File: config.mk
export PLATFORM = sky130hd
export DESIGN_NAME = ac_pulse_skip_modulator
export DESIGN_NICKNAME = d
export VERILOG_FILES = /design/src/sv/acpsm_pkg.sv /design/src/sv/ac_pulse_skip_modulator.sv
export SDC_FILE = /design/constraint.sdc
export NUM_CORES = 1
export LEC_CHECK = 0
export BUFFER_PORTS_ARGS = -buffer_cell sky130_fd_sc_hd__buf_2
export CAP_MARGIN = 25
export CELL_PAD_IN_SITES_DETAIL_PLACEMENT = 1
export CELL_PAD_IN_SITES_GLOBAL_PLACEMENT = 2
export CORE_MARGIN = 2
export CORE_UTILIZATION = 30
export DETAILED_ROUTE_END_ITERATION = 6
export HOLD_SLACK_MARGIN = 0.02
export PLACE_DENSITY = 0.75
export SLEW_MARGIN = 30
export SYNTH_ARGS = -nofsm -noshare
export SYNTH_HDL_FRONTEND = slang
export SYNTH_SLANG_ARGS = --single-unit
File: constraint.sdc
create_clock -name i_clk -period 9.6 [get_ports i_clk]
set_clock_uncertainty 0.15 [all_clocks]
set_input_delay 0.96 -clock i_clk [delete_from_list [all_inputs] [get_ports i_clk]]
set_output_delay 0.96 -clock i_clk [all_outputs]
set_load 0.02 [all_outputs]
File: src/sv/acpsm_pkg.sv
// Package for the AC pulse-skip modulator.
// Holds field widths, register index codes, event kinds and the result word type.
// No dependencies.
`default_nettype none

package acpsm_pkg;

    localparam int unsigned NOW_W      = 32;
    localparam int unsigned LEVEL_W    = 16;
    localparam int unsigned DIV_W      = 8;
    localparam int unsigned GAP_W      = 8;
    localparam int unsigned STOP_W     = 31;
    localparam int unsigned COUNT_W    = 32;
    localparam int unsigned CFG_IDX_W  = 3;
    localparam int unsigned CFG_DATA_W = 31;
    localparam int unsigned S_DATA_W   = 56;
    localparam int unsigned M_DATA_W   = 40;

    localparam logic [LEVEL_W-1:0] FULL_RANGE_RESET = 16'd100;
    localparam logic [DIV_W-1:0]   DIVIDER_RESET    = 8'd1;

    typedef enum logic [CFG_IDX_W-1:0] {
        CFG_FULL_RANGE     = 3'd0,
        CFG_EVENT_DIVIDER  = 3'd1,
        CFG_MIN_GAP_MS     = 3'd2,
        CFG_STOP_LIMIT     = 3'd3,
        CFG_PULSE_TIMER_ON = 3'd4
    } t_cfg_idx;

    typedef enum logic {
        KIND_ZERO_CROSS  = 1'b0,
        KIND_TIMER_EXPIRY = 1'b1
    } t_kind;

    typedef struct packed {
        logic [COUNT_W-1:0] fired_count;
        logic               restart_timer;
        logic               accepted;
        logic               drive;
    } t_result;

endpackage

`default_nettype wire

File: src/sv/ac_pulse_skip_modulator.sv
// Top level of the AC pulse-skip modulator: gap filter, event divider,
// error accumulator, fire counter, and a two-word output queue.
// Depends on acpsm_pkg.
//
// Usage:
//   Slave stream carries one event word: tuser is the kind (0 zero crossing,
//   1 pulse timer expiry); tdata holds now_ms, level and clear_count.
//   Master stream returns one result word per event: drive, accepted,
//   restart_timer and fired_count.
//   Configuration channel writes one register per handshake; o_cfg_ready is
//   always high. Write registers only while no event is in flight.
//   The taken event word is held in the input register, which feeds the
//   compute logic; the compute logic loads the result into the output
//   register, or into the skid register when the output register is full.
//   Throughput: one event per cycle, set by the single-pass compute stage.
//   When the receiver stalls, a skid register holds one more result; the
//   input register holds while the skid is full, and tready drops.
//   Reset (synchronous, active low) restores register defaults, clears the
//   accumulator, divider, fire count and drive, and empties all stages.
`default_nettype none

module ac_pulse_skip_modulator #(
    parameter int unsigned LEVEL_BITS = 16
) (
    input  wire logic                                i_clk,
    input  wire logic                                i_rst_n,
    // slave event stream
    input  wire logic                                s_axis_tvalid,
    output logic                                     s_axis_tready,
    // [31:0] now_ms, [47:32] level, [48] clear_count, [55:49] zero
    input  wire logic [acpsm_pkg::S_DATA_W-1:0]      s_axis_tdata,
    // [0] kind
    input  wire logic                                s_axis_tuser,
    // master result stream
    output logic                                     m_axis_tvalid,
    input  wire logic                                m_axis_tready,
    // [0] drive, [1] accepted, [2] restart_timer, [34:3] fired_count, [39:35] zero
    output logic [acpsm_pkg::M_DATA_W-1:0]           m_axis_tdata,
    // configuration write channel
    input  wire logic                                i_cfg_valid,
    output logic                                     o_cfg_ready,
    input  wire logic [acpsm_pkg::CFG_IDX_W-1:0]     i_cfg_index,
    input  wire logic [acpsm_pkg::CFG_DATA_W-1:0]    i_cfg_data
);

    localparam int unsigned LW = (LEVEL_BITS < acpsm_pkg::LEVEL_W) ?
                                 LEVEL_BITS : acpsm_pkg::LEVEL_W;
    localparam int unsigned AW = LEVEL_BITS + 1;

    // configuration registers
    logic [LW-1:0]                     r_full_range;
    logic [acpsm_pkg::DIV_W-1:0]       r_event_divider;
    logic [acpsm_pkg::GAP_W-1:0]       r_min_gap;
    logic [acpsm_pkg::STOP_W-1:0]      r_stop_limit;
    logic                              r_pulse_on;

    // modulator state
    logic [acpsm_pkg::NOW_W-1:0]       r_last_ms,    n_last_ms;
    logic [acpsm_pkg::DIV_W-1:0]       r_div_count,  n_div_count;
    logic [AW-1:0]                     r_accum,      n_accum;
    logic                              r_skip,       n_skip;
    logic [acpsm_pkg::COUNT_W-1:0]     r_fire_total, n_fire_total;
    logic                              r_drive,      n_drive;

    // input register
    logic                              r_in_valid;
    logic                              r_in_kind;
    logic [acpsm_pkg::NOW_W-1:0]       r_in_now;
    logic [acpsm_pkg::LEVEL_W-1:0]     r_in_level;
    logic                              r_in_clr;

    // output queue
    logic                              r_out_valid;
    acpsm_pkg::t_result                r_out;
    logic                              r_skid_valid;
    acpsm_pkg::t_result                r_skid;

    acpsm_pkg::t_result                w_res;
    logic                              w_push;
    logic                              w_pop;
    logic                              w_take;
    logic [acpsm_pkg::NOW_W-1:0]       w_gap_diff;
    logic                              w_reject;
    logic [LW-1:0]                     w_lvl;
    logic [AW-1:0]                     w_sum;
    logic [AW-1:0]                     w_range;
    logic                              w_skip;

    assign o_cfg_ready   = 1'b1;
    assign w_push        = r_in_valid && !r_skid_valid;
    assign w_pop         = r_out_valid && m_axis_tready;
    assign s_axis_tready = !r_in_valid || !r_skid_valid;
    assign w_take        = s_axis_tvalid && s_axis_tready;
    assign m_axis_tvalid = r_out_valid;
    assign m_axis_tdata  = {{(acpsm_pkg::M_DATA_W - $bits(acpsm_pkg::t_result)){1'b0}}, r_out};
    assign w_range       = {{(AW-LW){1'b0}}, r_full_range};

    always_comb begin
        n_last_ms    = r_last_ms;
        n_div_count  = r_div_count;
        n_accum      = r_accum;
        n_skip       = r_skip;
        n_fire_total = r_in_clr ? '0 : r_fire_total;
        n_drive      = r_drive;
        w_res        = '0;
        w_gap_diff   = r_in_now - {{(acpsm_pkg::NOW_W - acpsm_pkg::GAP_W){1'b0}}, r_min_gap};
        w_reject     = (r_min_gap != '0) && (w_gap_diff < r_last_ms) &&
                       (r_in_now >= r_last_ms);
        w_lvl        = (r_in_level[LW-1:0] > r_full_range) ? r_full_range
                                                            : r_in_level[LW-1:0];
        w_sum        = '0;
        w_skip       = r_skip;
        if (r_in_kind == acpsm_pkg::KIND_ZERO_CROSS) begin
            if (!w_reject) begin
                w_res.accepted      = 1'b1;
                w_res.restart_timer = r_pulse_on;
                n_last_ms           = r_in_now;
                if (r_div_count >= r_event_divider) begin
                    n_div_count = r_div_count - r_event_divider;
                    w_sum       = r_accum + {{(AW-LW){1'b0}}, w_lvl};
                    if (w_sum >= w_range) begin
                        w_sum  = w_sum - w_range;
                        w_skip = 1'b0;
                    end else begin
                        w_skip = 1'b1;
                    end
                    if (w_sum > w_range) begin
                        w_sum  = '0;
                        w_skip = 1'b0;
                    end
                    if (!w_skip) begin
                        if (n_fire_total != '1) begin
                            n_fire_total = n_fire_total +
                                           {{(acpsm_pkg::COUNT_W-1){1'b0}}, 1'b1};
                        end
                        if ((r_stop_limit != '0) &&
                            (n_fire_total > {1'b0, r_stop_limit})) begin
                            w_skip = 1'b1;
                        end
                    end
                    n_accum = w_sum;
                    n_skip  = w_skip;
                end else begin
                    n_div_count = r_div_count + {{(acpsm_pkg::DIV_W-1){1'b0}}, 1'b1};
                end
                n_drive = !n_skip;
            end
        end else begin
            n_drive = 1'b0;
        end
        w_res.drive       = n_drive;
        w_res.fired_count = n_fire_total;
    end

    always_ff @(posedge i_clk) begin
        if (!i_rst_n) begin
            r_full_range    <= acpsm_pkg::FULL_RANGE_RESET[LW-1:0];
            r_event_divider <= acpsm_pkg::DIVIDER_RESET;
            r_min_gap       <= '0;
            r_stop_limit    <= '0;
            r_pulse_on      <= 1'b0;
        end else if (i_cfg_valid) begin
            unique case (i_cfg_index)
                acpsm_pkg::CFG_FULL_RANGE: begin
                    r_full_range <= i_cfg_data[LW-1:0];
                end
                acpsm_pkg::CFG_EVENT_DIVIDER: begin
                    r_event_divider <= (i_cfg_data[acpsm_pkg::DIV_W-1:0] == '0) ?
                                       acpsm_pkg::DIVIDER_RESET :
                                       i_cfg_data[acpsm_pkg::DIV_W-1:0];
                end
                acpsm_pkg::CFG_MIN_GAP_MS: begin
                    r_min_gap <= i_cfg_data[acpsm_pkg::GAP_W-1:0];
                end
                acpsm_pkg::CFG_STOP_LIMIT: begin
                    r_stop_limit <= i_cfg_data[acpsm_pkg::STOP_W-1:0];
                end
                acpsm_pkg::CFG_PULSE_TIMER_ON: begin
                    r_pulse_on <= i_cfg_data[0];
                end
                default: begin
                end
            endcase
        end
    end

    always_ff @(posedge i_clk) begin
        if (!i_rst_n) begin
            r_last_ms    <= '0;
            r_div_count  <= '0;
            r_accum      <= '0;
            r_skip       <= 1'b1;
            r_fire_total <= '0;
            r_drive      <= 1'b0;
        end else if (w_push) begin
            r_last_ms    <= n_last_ms;
            r_div_count  <= n_div_count;
            r_accum      <= n_accum;
            r_skip       <= n_skip;
            r_fire_total <= n_fire_total;
            r_drive      <= n_drive;
        end
    end

    // input register: load on take, drop when pushed onward
    always_ff @(posedge i_clk) begin
        if (!i_rst_n) begin
            r_in_valid <= 1'b0;
        end else if (w_take) begin
            r_in_valid <= 1'b1;
        end else if (w_push) begin
            r_in_valid <= 1'b0;
        end
    end

    always_ff @(posedge i_clk) begin
        if (w_take) begin
            r_in_kind  <= s_axis_tuser;
            r_in_now   <= s_axis_tdata[31:0];
            r_in_level <= s_axis_tdata[47:32];
            r_in_clr   <= s_axis_tdata[48];
        end
    end

    // output register and skid
    always_ff @(posedge i_clk) begin
        if (!i_rst_n) begin
            r_out_valid  <= 1'b0;
            r_skid_valid <= 1'b0;
        end else if (!r_out_valid || w_pop) begin
            if (r_skid_valid) begin
                r_out_valid  <= 1'b1;
                r_skid_valid <= 1'b0;
            end else begin
                r_out_valid <= w_push;
            end
        end else if (w_push) begin
            r_skid_valid <= 1'b1;
        end
    end

    always_ff @(posedge i_clk) begin
        if (!r_out_valid || w_pop) begin
            if (r_skid_valid) begin
                r_out <= r_skid;
            end else if (w_push) begin
                r_out <= w_res;
            end
        end else if (w_push) begin
            r_skid <= w_res;
        end
    end

    a_skid_needs_out : assert property (@(posedge i_clk) disable iff (!i_rst_n)
        r_skid_valid |-> r_out_valid)
        else $error("skid holds a word while output register is empty");

    a_restart_needs_accept : assert property (@(posedge i_clk) disable iff (!i_rst_n)
        (r_out_valid && r_out.restart_timer) |-> r_out.accepted)
        else $error("timer restart without an accepted crossing");

    a_divider_nonzero : assert property (@(posedge i_clk) disable iff (!i_rst_n)
        $past(i_rst_n) |-> (r_event_divider != '0))
        else $error("event divider holds zero");

    a_expiry_drops_drive : assert property (@(posedge i_clk) disable iff (!i_rst_n)
        (w_push && (r_in_kind == acpsm_pkg::KIND_TIMER_EXPIRY)) |=> !r_drive)
        else $error("drive high after timer expiry");

endmodule

`default_nettype wire
==> run summary, run 1 <==
Slowest Stage Delay on Critical Path: 0.53 ns
DP Wirelength: 41600 um
CTS tree: done
M3 GR Usage: 2.10%
Most Used Layer, Global Route: met2
Initial Utilization: 30.1%
Cell variety after synth: 76
Final Setup Violations: 0
clock tree buffer depth: 3
largest net degree at the start of global routing: 71
share of layout cells above drive strength 1: 13.4%
Die ar.: 62300 sq um
Port Buf Inserts: 125
EDFF count, synth: 120
Post-Route WL: 56000 um
Clock Latency Late Sink: 0.57 ns
Die X: 250 um
CTS H-Tree Depth: 2
Final Power: 3.47 mW
core footprint: 60000 sq um
area leader, netlist: edfxtp_1
register bit count reported by yosys: 278
pins over their slew limit: 0
Min-Delay Path Class: reg -> reg
Setup TNS: 0 ns
Setup CP Type: reg -> reg
Final nets: 2411
f_max: 110 MHz
worst vdd rail ir drop: 0.0000958 V
Final Cycle Share: 94.4%
antenna violations before repair: 0
Remaining Overflow, GRT: 0
synthesis-to-finish area growth: 15.6%
GR met1 Demand/Resource: 21.6%
Root Buffer: clkbuf_16
cells after synthesis: 2035
clock sinks: 278
vias in the first global route: 16200
Clock Pin Slew Worst Setup and Hold Paths: 0.06 ns
DRT Pass-1 Iters: 5
outcome: complete, no violations
Layout fillers: 6981
Iter 0 DRT Violations: 674
Ys Warns: 0
# IOs: 139
Max-Cap Viols: 0
ANT nets after route: 0
pre-CTS setup slack: 0.0278 ns
first-pass GRT wire length: 89400 um
gpl congestion: 0.864
slew margin rel.: 29.7%
Via density: 5.25
Hold Crit Depth: 2
register area share after synthesis: 37.4%
total CTS buffers: 37
critical path endpoint category: flip-flop
# DRC: 0
Yosys top cell area share: 19.9%
Die Ht: 250 um
reg2reg path depth: 41
Synth Cell Area: 18100 sq um
crit path setup slack, layout: 0.542 ns
Tmin final: 9.06 ns
most area-consuming cells after synthesis: edfxtp_1, dfxtp_1, ha_1
number of antenna diodes: 0
Core Util, Final: 34.8%
Overall Global Routing Usage: 17.9%
Post-Syn Area per Cell: 8.89 sq um
hold_buf cts: 0
crit start category: flip-flop
Leak Pwr: 8.20 nW
Primary FF master, synth: dfxtp_1
std cell rows: 90
power per cell area: 166 nW/um^2
vias: 15500
slew of the pin with the lowest slew margin: 1.05 ns
DR WL/cell: 19.0 um
Crit path top cell by count: ha_1
Worst Path Arrival: 9.22 ns
critical path peak fanout: 17
ys async rst share: 0%
required time of the worst setup path: 9.76 ns
slowest cell on the critical path: a2111oi_2
Final Hold Fails: 0
GRT met2 Usage: 32.3%
[power breakdown]
part	switching [mW]	total (mW)	internal, mW	leakage (nW)
registers	0.0287	1.30	1.27	2.45
logic	0.466	0.781	0.315	5.15
clock network	0.560	1.39	0.831	0.598
[layer usage]
metal  part of all wire [%]  vias up
met5                      0        -
met2                     50      215
met3                    2.9       94
met4                    3.8        0
met1                     43     7583
li1                       -     7562
[what timing repair did]
action                     in CTS  in global routing
resized for setup               1                 17
cloned                          0                  0
pin swaps                       0                  2
setup endpoints to repair       1                 98
setup buffers                   0                  1
[worst max-delay path, delay by kind of cell (launching register included)]
kind / cells / cell delay (ns)
AO/OA/AOI/OAI: 18 / 3.47
XOR/XNOR: 1 / 0.19
adder cells (fa/ha/maj): 5 / 1.43
buffers and inverters: 4 / 0.60
flip-flops: 1 / 0.38
multiplexers: 4 / 1.22
AND/OR/NAND/NOR: 9 / 1.35
[cells by family (layout without fill, tap and decap cells)]
group / count (synthesis) / in the layout / share of synthesized area, %
AND/OR/NAND/NOR: 732 / 732 / 19.6
AO/OA/AOI/OAI: 435 / 435 / 15.4
flip-flops: 278 / 278 / 37.4
buffers and inverters: 227 / 351 / 5.04
adder cells (fa/ha/maj): 180 / 180 / 12.6
XOR/XNOR: 92 / 92 / 4.50
multiplexers: 89 / 89 / 5.35
other: 2 / 6 / 0.0415
[worst paths after layout]
kind / slack [ns] / end / startpoint
hold reg to reg: 0.32 / r_full_range[8] / r_full_range[8]
setup / recovery: 0.54 / m_axis_tdata[28] / r_full_range[1]
hold / removal: 0.32 / r_full_range[8] / r_full_range[8]
setup reg to reg: 0.54 / m_axis_tdata[28] / r_full_range[1]
[stage by stage]
stage / area (sq um) / cells / hold WS (ns)
after global placement: 19600 / 2876 / 0.299
after floorplan: 18100 / 2039 / 0.290
after global routing: 20900 / 2945 / 0.339
after CTS: 20800 / 2944 / 0.322
final: 20900 / 2945 / 0.319
after detailed placement: 19600 / 2877 / 0.314
[area by class of cell]
class / count / area [sq um] / share of cell area, %
clock buffer: 51 / 1060 / 5.07
clock inverter: 16 / 156 / 0.748
multi-input combinational: 1534 / 10600 / 50.5
sequential: 278 / 6770 / 32.4
tap: 782 / 978 / 4.68
timing repair buffer: 155 / 900 / 4.30
inverter: 129 / 487 / 2.33
[synth_stat cells (all sizes together) (20+ instances only)]
cell type / count
nor2: 151
nand2: 245
o21ai: 84
a31oi: 23
nor3: 39
nor2b: 28
a211oi: 20
xnor2: 58
nor4: 36
nand3: 72
buf: 29
inv: 128
nand4: 31
ha: 176
dfxtp: 158
clkbuf: 69
edfxtp: 120
mux2i: 51
or3: 26
xor2: 34
a21oi: 154
mux2: 38
[state kept, by name, summed over array words and instances, names as in the netlist]
name / count
m_axis_tdata: 35
m_axis_tvalid: 1
r_accum: 17
r_div_count: 8
r_drive: 1
r_event_divider: 8
r_fire_total: 32
r_full_range: 16
r_in_clr: 1
r_in_kind: 1
r_in_level: 16
r_in_now: 32
r_in_valid: 1
r_last_ms: 32
r_min_gap: 8
r_pulse_on: 1
r_skid: 35
r_skid_valid: 1
r_skip: 1
r_stop_limit: 31
[cell usage in the layout, fill, tap and decap left out, drive strengths merged, types with 31 or more instances in the layout]
cell | Yosys | layout
xnor2 | 58 | 58
edfxtp | 120 | 120
clkbuf | 69 | 51
nand4 | 31 | 31
xor2 | 34 | 34
ha | 176 | 176
a21oi | 154 | 154
nand2 | 245 | 245
mux2 | 38 | 38
inv | 128 | 131
nand3 | 72 | 72
nor3 | 39 | 39
dfxtp | 158 | 158
mux2i | 51 | 51
nor2 | 151 | 151
o21ai | 84 | 84
nor4 | 36 | 36
buf | 29 | 155
Power figures use the tool's default switching activity.
==> run 2: changes to the inputs <==
--- a/config.mk
+++ b/config.mk
@@ -11,6 +11,7 @@
 export CELL_PAD_IN_SITES_GLOBAL_PLACEMENT = 2
 export CORE_MARGIN = 2
 export CORE_UTILIZATION = 30
+export CTS_BUF_LIST = sky130_fd_sc_hd__clkbuf_16
 export DETAILED_ROUTE_END_ITERATION = 6
 export HOLD_SLACK_MARGIN = 0.02
 export PLACE_DENSITY = 0.75
==> run 2 against run 1 <==
  * Worst hold slack barely moved
  * Die area did not move
  * Power fell by 1.2%
  * Clock power fell by 3%
  * Wire length barely moved
  * First-iteration DRC count fell by 0.15%
  * Via count fell by 0.29%
  * Register-to-register slack improved by 0.03 ns
  * Fmax rose by 0.36%
  * Sequential power barely moved
  * Flip-flop and latch count did not move
  * Sequential share of layout area rose by 0.074 points
==> run summary, run 2 (same netlist as run 1, synthesis figures left out) <==
outcome: complete, no violations
# IOs: 139
Post-Route WL: 55900 um
DR WL/cell: 19.0 um
Hold Crit Depth: 2
largest net degree at the start of global routing: 71
Clock Pin Slew Worst Setup and Hold Paths: 0.06 ns
Worst Path Arrival: 9.18 ns
Remaining Overflow, GRT: 0
critical path peak fanout: 17
critical path endpoint category: flip-flop
Int Power: 2.38 mW
total CTS buffers: 37
Root Buffer: clkbuf_16
Iter 0 DRT Violations: 673
slew margin rel.: 33.7%
Via density: 5.23
reg2reg path depth: 41
ANT nets after route: 0
Min-Delay Path Class: reg -> reg
slew of the pin with the lowest slew margin: 0.991 ns
Layout fillers: 6982
Hold Path End: r_full_range[8]
reg-to-reg startpoint: r_full_range[1]
Port Buf Inserts: 125
core footprint: 60000 sq um
logic gate share of total power: 22.7%
Clock Latency Late Sink: 0.57 ns
worst vdd rail ir drop: 0.0000959 V
synthesis-to-finish area growth: 15.4%
std cell rows: 90
Slowest Stage Delay on Critical Path: 0.52 ns
CTS tree: done
hold_buf cts: 0
Leak Pwr: 8.22 nW
f_max: 111 MHz
most common cell after layout, fill and taps aside: nand2_1
share of layout cells above drive strength 1: 13.3%
Setup CP Type: reg -> reg
vias in the first global route: 16200
first-pass GRT wire length: 89400 um
Crit path top cell by count: ha_1
Net Sw Frac: 30.7%
# DRC: 0
power share of the clock group: 39.4%
Overall Global Routing Usage: 17.9%
number of antenna diodes: 0
Tmin final: 9.03 ns
slowest cell on the critical path: a2111oi_2
Register Area: 6770 sq um
antenna violations before repair: 0
multi-input combinational cell area: 10600 sq um
part of the power in registers: 37.9%
CTS H-Tree Depth: 2
Die ar.: 62300 sq um
Initial Utilization: 30.1%
DRT Pass-1 Iters: 5
Final Setup Violations: 0
RR Endpoint: m_axis_tdata[28]
Max-Cap Viols: 0
R2R Setup Slk: 0.57 ns
most frequent cells in the layout: nand2_1, ha_1, dfxtp_1
Final Cycle Share: 94.0%
worst hold slack: 0.319 ns
clock tree buffer depth: 3
Die X: 250 um
clock sinks: 278
hold wc startpoint: r_full_range[8]
power per cell area: 164 nW/um^2
vias: 15400
Final nets: 2411
required time of the worst setup path: 9.76 ns
P_sw: 1.05 mW
gpl congestion: 0.864
Final Hold Fails: 0
Die Ht: 250 um
DP Wirelength: 41600 um
crit start category: flip-flop
pins over their slew limit: 0
Core Util, Final: 34.8%
[run 2: per-stage QoR]
| stage | setup TNS [ns] | power, mW | instance area, sq um | std cells | setup slack, ns |
|---|---|---|---|---|---|
| final | 0 | 3.43 | 20900 | 2945 | 0.574 |
| after global routing | -0.0185 | 3.62 | 20900 | 2945 | -0.0147 |
| after CTS | 0 | 3.48 | 20800 | 2944 | 0.0816 |
| after detailed placement | 0 | 2.09 | 19600 | 2877 | 0.0278 |
| after global placement | 0 | 2.06 | 19600 | 2876 | 0.160 |
| after floorplan | 0 | 1.86 | 18100 | 2039 | 1.05 |
[run 2: how the worst max path moves through the flow]
stage	start	to	slack, ns	depth (start not counted)
3_3_place_gp	r_full_range[1]	m_axis_tdata[15]	0.16	42
2_1_floorplan	r_full_range[1]	r_skid[25]	1.05	44
6_report	r_full_range[1]	m_axis_tdata[28]	0.57	41
3_5_place_dp	r_full_range[1]	m_axis_tdata[15]	0.03	42
5_1_grt	r_full_range[2]	m_axis_tdata[28]	-0.01	41
4_1_cts	r_full_range[1]	m_axis_tdata[15]	0.08	42
[run 2: repair_timing]
item / in CTS / in global routing
setup endpoints to repair: 1 / 98
buffers inserted: 0 / 1
hold endpoints to repair: 0 / 0
pin swaps: 0 / 2
resized for setup: 1 / 16
[run 2: power groups by stage]
stage / Combinational (mW) / Sequential (mW) / Clock [mW]
floorplan: 0.534 / 1.33 / 0
global placement: 0.735 / 1.33 / 0
detailed placement: 0.763 / 1.33 / 0
CTS: 0.768 / 1.30 / 1.41
global route: 0.871 / 1.31 / 1.44
finish: 0.778 / 1.30 / 1.35
[run 2: cell type report]
| class | count | area share (%) |
|---|---|---|
| Sequential cell | 278 | 32.4 |
| Clock buffer | 39 | 4.68 |
| Tap cell | 782 | 4.69 |
| Inverter | 129 | 2.33 |
| Timing Repair Buffer | 155 | 4.31 |
| Multi-Input combinational cell | 1534 | 50.6 |
| Clock inverter | 28 | 0.965 |
[run 2: critical path, delay by kind of cell, from the launching register on]
family	cells	cell delay, ns
AOI/OAI and AO/OA	18	3.47
DFF	1	0.38
muxes	4	1.22
and+or+nand+nor	9	1.35
adders and majority gates	5	1.43
buffers and inverters	4	0.59
xor gates and xnor gates	1	0.19
[run 2: metal layers]
metal,vias to the layer above,part of all wire [%],GRT usage (%),wire length (um)
li1,7557,-,-,-
met1,7529,43,21.6,24000
met2,229,50,32.3,27900
met3,94,3.4,2.10,1910
met4,0,3.8,7.09,2110
met5,-,0,0,0
